File: src/design/mpct_pkg.sv
// Shared types and constants for the mouse packet cursor tracker.
// No dependencies; imported by mpct_ctrl, mpct_dp and mouse_packet_cursor_tracker.
package mpct_pkg;

   // request codes
   localparam logic [1:0] REQ_CTRL_BYTE  = 2'd0;
   localparam logic [1:0] REQ_USB_MOTION = 2'd1;
   localparam logic [1:0] REQ_POLL       = 2'd2;

   // register indexes
   localparam logic [1:0] CSR_SCREEN_WIDTH  = 2'd0;
   localparam logic [1:0] CSR_SCREEN_HEIGHT = 2'd1;

   localparam int          QUEUE_DEPTH_DEF = 32;
   localparam logic [14:0] RESET_WIDTH     = 15'd800;
   localparam logic [14:0] RESET_HEIGHT    = 15'd600;
   localparam logic [14:0] RESET_CURSOR_X  = RESET_WIDTH / 15'd2;
   localparam logic [14:0] RESET_CURSOR_Y  = RESET_HEIGHT / 15'd2;

   // ps/2 flag byte bits
   localparam int FLAG_SYNC_BIT = 3;
   localparam int FLAG_XSIGN    = 4;
   localparam int FLAG_YSIGN    = 5;
   localparam int FLAG_XOVF     = 6;
   localparam int FLAG_YOVF     = 7;

   typedef struct packed {
      logic [1:0]         req_type;
      logic               aux_flag;
      logic [7:0]         data_byte;
      logic signed [15:0] usb_dx;
      logic signed [15:0] usb_dy;
      logic [7:0]         usb_buttons;
   } req_item_type;

   typedef struct packed {
      logic               ev_valid;
      logic signed [15:0] ev_dx;
      logic signed [15:0] ev_dy;
      logic [14:0]        ev_x;
      logic [14:0]        ev_y;
      logic [7:0]         ev_buttons;
      logic [7:0]         ev_pressed;
      logic [7:0]         ev_released;
      logic               ev_source;
      logic [14:0]        cursor_now_x;
      logic [14:0]        cursor_now_y;
      logic [31:0]        error_total;
   } rsp_item_type;

   typedef enum logic [1:0] {
      ST_IDLE,
      ST_EXEC,
      ST_RESP
   } mpct_state_type;

   typedef struct packed {
      logic capture;    // latch request and read the ring at tail
      logic exec;       // update state and load the result register
      logic cfg_write;  // write a bound register and clamp the cursor
   } dp_cmd_type;

   // clamp a signed position into 0..bound-1
   function automatic logic [14:0] clamp_axis(input logic signed [17:0] v,
                                              input logic [14:0] bound);
      logic [14:0] res;
      if (v < 18'sd0) begin
         res = 15'd0;
      end else if (v >= $signed({3'b000, bound})) begin
         res = bound - 15'd1;
      end else begin
         res = v[14:0];
      end
      return res;
   endfunction

endpackage

File: src/design/mpct_ctrl.sv
// Controller state machine for the mouse packet cursor tracker.
// Depends on mpct_pkg; drives handshakes and datapath commands.
module mpct_ctrl (
   input  logic                 clock,
   input  logic                 reset,
   input  logic                 req_valid,
   output logic                 req_ready,
   output logic                 rsp_valid,
   input  logic                 rsp_ready,
   input  logic                 csr_valid,
   output logic                 csr_ready,
   output mpct_pkg::dp_cmd_type cmd
);
   import mpct_pkg::*;

   mpct_state_type state_ff, state_in;

   always_ff @(posedge clock) begin
      if (reset) begin
         state_ff <= ST_IDLE;
      end else begin
         state_ff <= state_in;
      end
   end

   always_comb begin
      state_in = state_ff;
      unique case (state_ff)
         ST_IDLE: begin
            if (req_valid && !csr_valid) state_in = ST_EXEC;
         end
         ST_EXEC: state_in = ST_RESP;
         ST_RESP: begin
            if (rsp_ready) state_in = ST_IDLE;
         end
         default: state_in = ST_IDLE;
      endcase
   end

   // config transfers win over requests when both arrive while idle
   always_comb begin
      req_ready     = 1'b0;
      csr_ready     = 1'b0;
      rsp_valid     = 1'b0;
      cmd           = '0;
      unique case (state_ff)
         ST_IDLE: begin
            csr_ready     = 1'b1;
            req_ready     = !csr_valid;
            cmd.cfg_write = csr_valid;
            cmd.capture   = req_valid && !csr_valid;
         end
         ST_EXEC: cmd.exec = 1'b1;
         ST_RESP: rsp_valid = 1'b1;
         default: ;
      endcase
   end

endmodule

File: src/design/mpct_dp.sv
// Datapath for the mouse packet cursor tracker: packet assembly, cursor,
// buttons, error count and event ring. Depends on mpct_pkg.
module mpct_dp #(
   parameter int QUEUE_DEPTH = mpct_pkg::QUEUE_DEPTH_DEF
) (
   input  logic                   clock,
   input  logic                   reset,
   input  mpct_pkg::dp_cmd_type   cmd,
   input  mpct_pkg::req_item_type req_data,
   input  logic [1:0]             csr_index,
   input  logic [14:0]            csr_data,
   output mpct_pkg::rsp_item_type rsp_data
);
   import mpct_pkg::*;

   localparam int PTR_W = $clog2(QUEUE_DEPTH);
   localparam logic [PTR_W-1:0] PTR_LAST = PTR_W'(QUEUE_DEPTH - 1);

   localparam logic [1:0] POS_FLAG = 2'd0;
   localparam logic [1:0] POS_X    = 2'd1;
   localparam logic [1:0] POS_Y    = 2'd2;

   typedef struct packed {
      logic signed [15:0] dx;
      logic signed [15:0] dy;
      logic [14:0]        x;
      logic [14:0]        y;
      logic [7:0]         buttons;
      logic [7:0]         pressed;
      logic [7:0]         released;
      logic               source;
   } slot_type;

   function automatic logic [PTR_W-1:0] next_ptr(input logic [PTR_W-1:0] p);
      logic [PTR_W-1:0] n;
      if (p == PTR_LAST) begin
         n = '0;
      end else begin
         n = p + PTR_W'(1);
      end
      return n;
   endfunction

   req_item_type     req_ff;
   logic [14:0]      width_ff, width_in;
   logic [14:0]      height_ff, height_in;
   logic [14:0]      cur_x_ff, cur_x_in;
   logic [14:0]      cur_y_ff, cur_y_in;
   logic [7:0]       btn_ff, btn_in;
   logic [1:0]       pos_ff, pos_in;
   logic [7:0]       flag_ff, flag_in;
   logic [7:0]       xbyte_ff, xbyte_in;
   logic [31:0]      err_ff, err_in;
   logic [PTR_W-1:0] head_ff, head_in;
   logic [PTR_W-1:0] tail_ff, tail_in;
   slot_type         rd_ff;
   rsp_item_type     rsp_ff, rsp_in;

   slot_type mem [QUEUE_DEPTH];

   logic               motion;
   logic signed [15:0] mdx, mdy;
   logic [7:0]         mbtn;
   logic               msrc;
   logic               err_inc;
   logic               full;
   logic               push;
   logic [14:0]        new_x, new_y;
   logic signed [8:0]  ps2_dy;
   logic [14:0]        w_new, h_new;
   slot_type           wr_slot;

   always_ff @(posedge clock) begin
      if (reset) begin
         width_ff  <= RESET_WIDTH;
         height_ff <= RESET_HEIGHT;
         cur_x_ff  <= RESET_CURSOR_X;
         cur_y_ff  <= RESET_CURSOR_Y;
         btn_ff    <= '0;
         pos_ff    <= POS_FLAG;
         err_ff    <= '0;
         head_ff   <= '0;
         tail_ff   <= '0;
      end else begin
         width_ff  <= width_in;
         height_ff <= height_in;
         cur_x_ff  <= cur_x_in;
         cur_y_ff  <= cur_y_in;
         btn_ff    <= btn_in;
         pos_ff    <= pos_in;
         err_ff    <= err_in;
         head_ff   <= head_in;
         tail_ff   <= tail_in;
      end
   end

   always_ff @(posedge clock) begin
      flag_ff  <= flag_in;
      xbyte_ff <= xbyte_in;
      if (cmd.capture) req_ff <= req_data;
      if (cmd.exec) rsp_ff <= rsp_in;
   end

   // event ring: one write port at head, registered read at tail
   always_ff @(posedge clock) begin
      if (push) mem[head_ff] <= wr_slot;
      if (cmd.capture) rd_ff <= mem[tail_ff];
   end

   // decode of the latched request into one motion
   always_comb begin
      motion   = 1'b0;
      mdx      = '0;
      mdy      = '0;
      mbtn     = btn_ff;
      msrc     = 1'b0;
      err_inc  = 1'b0;
      pos_in   = pos_ff;
      flag_in  = flag_ff;
      xbyte_in = xbyte_ff;
      ps2_dy   = $signed({flag_ff[FLAG_YSIGN], req_ff.data_byte});
      if (cmd.exec) begin
         unique case (req_ff.req_type)
            REQ_CTRL_BYTE: begin
               if (req_ff.aux_flag) begin
                  unique case (pos_ff)
                     POS_FLAG: begin
                        if (!req_ff.data_byte[FLAG_SYNC_BIT]) begin
                           err_inc = 1'b1;
                        end else begin
                           flag_in = req_ff.data_byte;
                           pos_in  = POS_X;
                        end
                     end
                     POS_X: begin
                        xbyte_in = req_ff.data_byte;
                        pos_in   = POS_Y;
                     end
                     default: begin
                        pos_in = POS_FLAG;
                        if (flag_ff[FLAG_XOVF] || flag_ff[FLAG_YOVF]) begin
                           err_inc = 1'b1;
                        end else begin
                           motion = 1'b1;
                           mdx    = {{8{flag_ff[FLAG_XSIGN]}}, xbyte_ff};
                           mdy    = -{{7{ps2_dy[8]}}, ps2_dy};
                           mbtn   = {5'b00000, flag_ff[2:0]};
                        end
                     end
                  endcase
               end
            end
            REQ_USB_MOTION: begin
               motion = 1'b1;
               mdx    = req_ff.usb_dx;
               mdy    = req_ff.usb_dy;
               mbtn   = req_ff.usb_buttons;
               msrc   = 1'b1;
            end
            default: ;
         endcase
      end
   end

   assign full = (next_ptr(head_ff) == tail_ff);
   assign push = motion && !full;

   assign new_x = clamp_axis($signed({3'b000, cur_x_ff}) + $signed({{2{mdx[15]}}, mdx}),
                             width_ff);
   assign new_y = clamp_axis($signed({3'b000, cur_y_ff}) + $signed({{2{mdy[15]}}, mdy}),
                             height_ff);

   always_comb begin
      wr_slot.dx       = mdx;
      wr_slot.dy       = mdy;
      wr_slot.x        = new_x;
      wr_slot.y        = new_y;
      wr_slot.buttons  = mbtn;
      wr_slot.pressed  = mbtn & ~btn_ff;
      wr_slot.released = btn_ff & ~mbtn;
      wr_slot.source   = msrc;
   end

   // zero writes leave a bound as it was, but the cursor is still clamped
   assign w_new = (csr_index == CSR_SCREEN_WIDTH && csr_data != 15'd0) ? csr_data : width_ff;
   assign h_new = (csr_index == CSR_SCREEN_HEIGHT && csr_data != 15'd0) ? csr_data : height_ff;

   always_comb begin
      width_in  = width_ff;
      height_in = height_ff;
      cur_x_in  = cur_x_ff;
      cur_y_in  = cur_y_ff;
      btn_in    = btn_ff;
      err_in    = err_ff + 32'(err_inc || (push == 1'b0 && motion && !msrc));
      head_in   = push ? next_ptr(head_ff) : head_ff;
      tail_in   = tail_ff;
      rsp_in    = '0;
      if (cmd.cfg_write && (csr_index == CSR_SCREEN_WIDTH ||
                            csr_index == CSR_SCREEN_HEIGHT)) begin
         width_in  = w_new;
         height_in = h_new;
         cur_x_in  = clamp_axis($signed({3'b000, cur_x_ff}), w_new);
         cur_y_in  = clamp_axis($signed({3'b000, cur_y_ff}), h_new);
      end
      if (motion) begin
         cur_x_in = new_x;
         cur_y_in = new_y;
         btn_in   = mbtn;
      end
      if (cmd.exec && req_ff.req_type == REQ_POLL && tail_ff != head_ff) begin
         tail_in            = next_ptr(tail_ff);
         rsp_in.ev_valid    = 1'b1;
         rsp_in.ev_dx       = rd_ff.dx;
         rsp_in.ev_dy       = rd_ff.dy;
         rsp_in.ev_x        = rd_ff.x;
         rsp_in.ev_y        = rd_ff.y;
         rsp_in.ev_buttons  = rd_ff.buttons;
         rsp_in.ev_pressed  = rd_ff.pressed;
         rsp_in.ev_released = rd_ff.released;
         rsp_in.ev_source   = rd_ff.source;
      end
      rsp_in.cursor_now_x = cur_x_in;
      rsp_in.cursor_now_y = cur_y_in;
      rsp_in.error_total  = err_in;
   end

   assign rsp_data = rsp_ff;

endmodule

File: src/design/mouse_packet_cursor_tracker.sv
// channel | valid     | ready     | payload
// --------+-----------+-----------+------------------------------------
// request | req_valid | req_ready | req_data (mpct_pkg::req_item_type)
// result  | rsp_valid | rsp_ready | rsp_data (mpct_pkg::rsp_item_type)
// config  | csr_valid | csr_ready | csr_index, csr_data (bound value)
//
// For each item, the cycle of its transfer latches it and reads the event ring, the
// next (ST_EXEC) updates state and loads the result, and ST_RESP then shows the
// result on rsp_data until rsp_ready takes it; the controller holds one item at a time.
// Synchronous active-high reset; the ring memory needs no clearing pass.
// A stalled result holds the block until it is taken; config is taken only when idle.
module mouse_packet_cursor_tracker #(
   parameter int QUEUE_DEPTH = mpct_pkg::QUEUE_DEPTH_DEF
) (
   input  logic                   clock,
   input  logic                   reset,
   input  logic                   req_valid,
   output logic                   req_ready,
   input  mpct_pkg::req_item_type req_data,
   output logic                   rsp_valid,
   input  logic                   rsp_ready,
   output mpct_pkg::rsp_item_type rsp_data,
   input  logic                   csr_valid,
   output logic                   csr_ready,
   input  logic [1:0]             csr_index,
   input  logic [14:0]            csr_data
);
   import mpct_pkg::*;

   dp_cmd_type cmd;

   mpct_ctrl u_ctrl (
      .clock     (clock),
      .reset     (reset),
      .req_valid (req_valid),
      .req_ready (req_ready),
      .rsp_valid (rsp_valid),
      .rsp_ready (rsp_ready),
      .csr_valid (csr_valid),
      .csr_ready (csr_ready),
      .cmd       (cmd)
   );

   mpct_dp #(
      .QUEUE_DEPTH (QUEUE_DEPTH)
   ) u_dp (
      .clock     (clock),
      .reset     (reset),
      .cmd       (cmd),
      .req_data  (req_data),
      .csr_index (csr_index),
      .csr_data  (csr_data),
      .rsp_data  (rsp_data)
   );

`ifndef SYNTHESIS
   a_accept_then_busy: assert property (@(posedge clock) disable iff (reset)
      (req_valid && req_ready) |=> (!req_ready && !rsp_valid && !csr_ready))
      else $error("request transfer not followed by a busy cycle");

   a_result_blocks_input: assert property (@(posedge clock) disable iff (reset)
      rsp_valid |-> (!req_ready && !csr_ready))
      else $error("input taken while a result is pending");

   a_empty_event_zero: assert property (@(posedge clock) disable iff (reset)
      (rsp_valid && !rsp_data.ev_valid) |->
      (rsp_data.ev_dx == 16'sd0 && rsp_data.ev_buttons == 8'd0 &&
       rsp_data.ev_source == 1'b0))
      else $error("event fields set without an event");

   a_cursor_in_range: assert property (@(posedge clock) disable iff (reset)
      rsp_valid |-> (rsp_data.cursor_now_x != 15'h7FFF && rsp_data.cursor_now_y != 15'h7FFF))
      else $error("cursor outside any legal bound");
`endif

endmodule
File: config.mk
export PLATFORM = sky130hd
export DESIGN_NAME = mouse_packet_cursor_tracker
export DESIGN_NICKNAME = d
export VERILOG_FILES = /design/src/design/mpct_pkg.sv /design/src/design/mpct_ctrl.sv /design/src/design/mpct_dp.sv /design/src/design/mouse_packet_cursor_tracker.sv
export SDC_FILE = /design/constraint.sdc
export NUM_CORES = 2
export LEC_CHECK = 0
export ABC_AREA = 1
export BUFFER_PORTS_ARGS = -buffer_cell sky130_fd_sc_hd__buf_4
export CORE_ASPECT_RATIO = 2
export CORE_MARGIN = 2
export CORE_UTILIZATION = 35
export CTS_BUF_LIST = sky130_fd_sc_hd__clkbuf_8 sky130_fd_sc_hd__clkbuf_16
export CTS_CLUSTER_SIZE = 30
export DETAILED_ROUTE_END_ITERATION = 12
export GPL_TIMING_DRIVEN = 0
export HOLD_SLACK_MARGIN = 0.05
export MAX_ROUTING_LAYER = met4
export PLACE_DENSITY_LB_ADDON = 0.2
export SETUP_SLACK_MARGIN = 0.02
export SLEW_MARGIN = 20
export SYNTH_ARGS = -nofsm -noshare
export SYNTH_HDL_FRONTEND = slang
export SYNTH_SLANG_ARGS = --single-unit
File: constraint.sdc
create_clock -name clock -period 9.6 [get_ports clock]
set_input_delay 2.88 -clock clock [delete_from_list [all_inputs] [get_ports clock]]
set_output_delay 2.88 -clock clock [all_outputs]
set_load 0.1 [all_outputs]
==> out/metrics.yaml <==
global_routing:
  grt_pass1_vias: 87780
  grt_max_degree: 73
  grt_use_total_pct: 30.11
  grt_first_pass_wirelength_um: 749700
  antenna_found_initial: 62
  gr-total-overflow: 0
synthesis:
  seq_area_frac_synth_pct: 73.27
  ys_types: 68
  syn_nets: 10590
  async_flop_share_pct: 0
  synthCells: 10410
  yosys-top-cells-area: "edfxtp_1 (72%), o21ai_0 (6.2%), nor2_1 (5.5%), o22ai_1 (3.1%), nand2_1 (2.6%)"
  synth_top_area_share_pct: 71.51
  netlist_area_um2: 129600
  yosys.area.top_type: "edfxtp_1"
  synth_seq_cells: 3201
  synth_area_per_cell_um2: 12.46
  synth_ff_type: "edfxtp_1"
  synth_enable_flop_cells: 3087
  yosysWarnings: 0
final_layout:
  drive_above_1_share_pct: 12.26
  nets: 11400
  layout_commonest_cell: "edfxtp_1"
  layout_common_cells: "edfxtp_1 (3087), nor2_1 (1856), o21ai_0 (1597), nand2_1 (882), o22ai_1 (646)"
  area_growth_syn_to_layout_pct: 19.22
  final_core_util_pct: 41.85
sta:
  skew_ns: 0.05425
  finalMaxSlewViolations: 0
  hold_violations: 0
  grt_setup_unrepaired: "false"
  hold_slack_ns: 0.5071
  fmaxAchievable_mhz: 128.0
  tns_ns: 0
  tightest_slew_ns: 1.361
  min_period_ns: 7.814
  worst_slack_ns: 1.786
  setup_violations: 0
  min_period_over_period_pct: 81.39
  worst_slew_margin_rel_pct: 9.249
worst_setup_path:
  rrSetupSlack_ns: 1.79
  critPathArrivalTime_ns: 8.42
  crit_fanout: 33
  ff2ff_path_depth: 29
  cp.required_ns: 10.21
  r2r_start: "u_dp.req_ff[49]"
  r2r_end: "u_dp.mem[29][53]"
  slowest_delay_ns: 0.88
  path_class: "register to register"
  crit_slowest_cell: "inv_2"
  end_kind: "register"
  worst_path_most_repeated_cell: "nand2_1"
  cp-start-kind: "register"
power_and_ir_drop:
  p_sw_share_pct: 22.98
  p_comb_share_pct: 5.2
  clockPowerShare_pct: 41.8
  pwr-share-seq_pct: 53.0
  leakagePower_nw: 51.07
  finalPower_mw: 29.54
  intPower_mw: 22.75
  peakVddDrop_mv: 0.1665
  powerDensity_nw_per_um2: 191.1
  power.switching_mw: 6.788
floorplanning:
  die_w_um: 434.3
  rows: 316
  io_pins: 226
  die_h_um: 864.7
  initial_utilization_pct: 35.11
  core-area_um2: 369300
  dieArea_um2: 375600
route:
  totalWireLength_um: 563800
  num_vias: 95170
  wire_per_inst_um: 34.33
  drtIter0Drc: 15130
  antenna_left: 0
  top_layer: "met4"
  wl_met2_um: 257000
  drc: 0
  vias_per_cell: 5.794
  drt-met1-wl_um: 210100
  first_pass_iters: 6
  dr_wl_met3_um: 60280
place:
  place_hpwl_um: 409000
  portBuffers: 224
  pre_cts_ws_ns: 1.930
  gp_congestion: 0.9591
clocking:
  cts_resized: 0
  numCtsBuffers: 311
  cts_max_path_buffers: 4
  h-tree-depth: 5
  path_clk_slew_ns: 0.07
  clk_latency_ns: 0.97
  hold_buffers: 0
  cts_root_buf: "clkbuf_16"
  cts_tree: "yes"
  clock-sinks: 3201
  post-cts-setup-buffer-count: 0
min_path:
  worst_hold_startpoint: "u_dp.err_ff[28]"
  min_to: "u_dp.err_ff[28]"
  hold_path.class: "register to register"
  hold_depth: 2
outcome:
  outcome: "completed"
job:
  drv_cap: 0
## sequential cells by signal (all words and copies together) (netlist names)
signal           cells
u_dp.ps2_dy          8
u_dp.mem          2784
u_dp.pos_ff          2
u_dp.rd_ff          87
u_dp.cur_y_ff       15
u_dp.height_ff      15
u_dp.rsp_data      150
u_dp.xbyte_ff        8
u_dp.cur_x_ff       15
u_ctrl.state_ff      2
u_dp.head_ff         5
u_dp.btn_ff          8
u_dp.tail_ff         5
u_dp.flag_ff         7
u_dp.req_ff         43
u_dp.err_ff         32
u_dp.width_ff       15
## cell families (layout without fill, tap and decap cells)
group                    count (synthesis)  in the layout  synth area share [%]
AO/OA/AOI/OAI                         2709           2709                 11.72
XOR/XNOR                                65             65                0.4391
adder cells (fa/ha/maj)                106            106                 1.035
buffers and inverters                 1066           2108                 3.323
flip-flops                            3201           3201                 73.27
other                                    0             46                     0
AND/OR/NAND/NOR                       3260           3260                 10.22
## cells in the mapped netlist, types with 11 or more instances
master and n:
a21oi_1 208, a221o_1 11, a311oi_1 20, a31oi_1 25, a32o_1 11, a41oi_1 11, and3_1 15, buf_1 27
buf_2 178, buf_4 12, clkbuf_1 439, dfxtp_1 114, edfxtp_1 3087, ha_1 104, inv_1 380, inv_2 20
nand2_1 898, nand2_2 27, nand3_1 217, nand4_1 78, nor2_1 1900, nor2_2 13, nor3_1 30, nor4_1 27
o211ai_1 17, o21ai_0 1603, o21ai_1 13, o221ai_1 76, o22ai_1 646, o31ai_1 16, o32ai_1 17, or2_2 12
xor2_1 56
## power by group through the flow
stage	Sequential (mW)	Clock, mW	Combinational, mW
2_1_floorplan	16.1	0	0.611
3_5_place_dp	16.0	0	1.49
3_3_place_gp	16.0	0	1.38
5_1_grt	15.7	12.9	1.58
6_report	15.7	12.3	1.53
4_1_cts	15.7	12.4	1.49
## per-stage QoR
step / instance area (µm²) / instances
global placement: 137500 / 15560
global route: 154500 / 16400
floorplan: 129600 / 10410
CTS: 154400 / 16380
finish: 154600 / 16420
detailed placement: 144600 / 15840
## worst max-delay path by stage
stage / startpoint / end / slack, ns
global placement: u_ctrl.state_ff[0] / u_dp.mem[31][53] / -6.55
CTS: u_dp.req_ff[49] / u_dp.mem[9][40] / 1.88
detailed placement: u_dp.req_ff[49] / u_dp.mem[5][40] / 1.93
floorplan: u_ctrl.state_ff[0] / u_dp.mem[0][25] / 0.48
global route: u_dp.req_ff[49] / u_dp.mem[17][53] / 1.48
finish: u_dp.req_ff[49] / u_dp.mem[29][53] / 1.79
## metal layers
metal / global-route usage, % / vias up
li1: - / 39820
met1: 37.84 / 47770
met2: 45.42 / 6355
met3: 5.909 / 1214
met4: 17.02 / 0
met5: - / -
## worst max-delay path, delay by kind of cell (launching register included)
family,cells,cell delay (ns)
buf+inv,7,2.91
simple gates,19,2.44
fa+ha+maj,2,0.80
compound gates,1,0.74
flops,1,0.44
## final cells by class
class | count | area (µm²)
Clock inverter | 212 | 1780
Sequential cell | 3201 | 94980
Clock buffer | 325 | 8054
Inverter | 405 | 1529
Multi-Input combinational cell | 6140 | 30950
Fill cell | 34540 | 214700
Timing Repair Buffer | 505 | 8112
Antenna cell | 46 | 115.1
Tap cell | 4929 | 6167
Buffer | 661 | 2868
(Power assumes the default switching activity.)
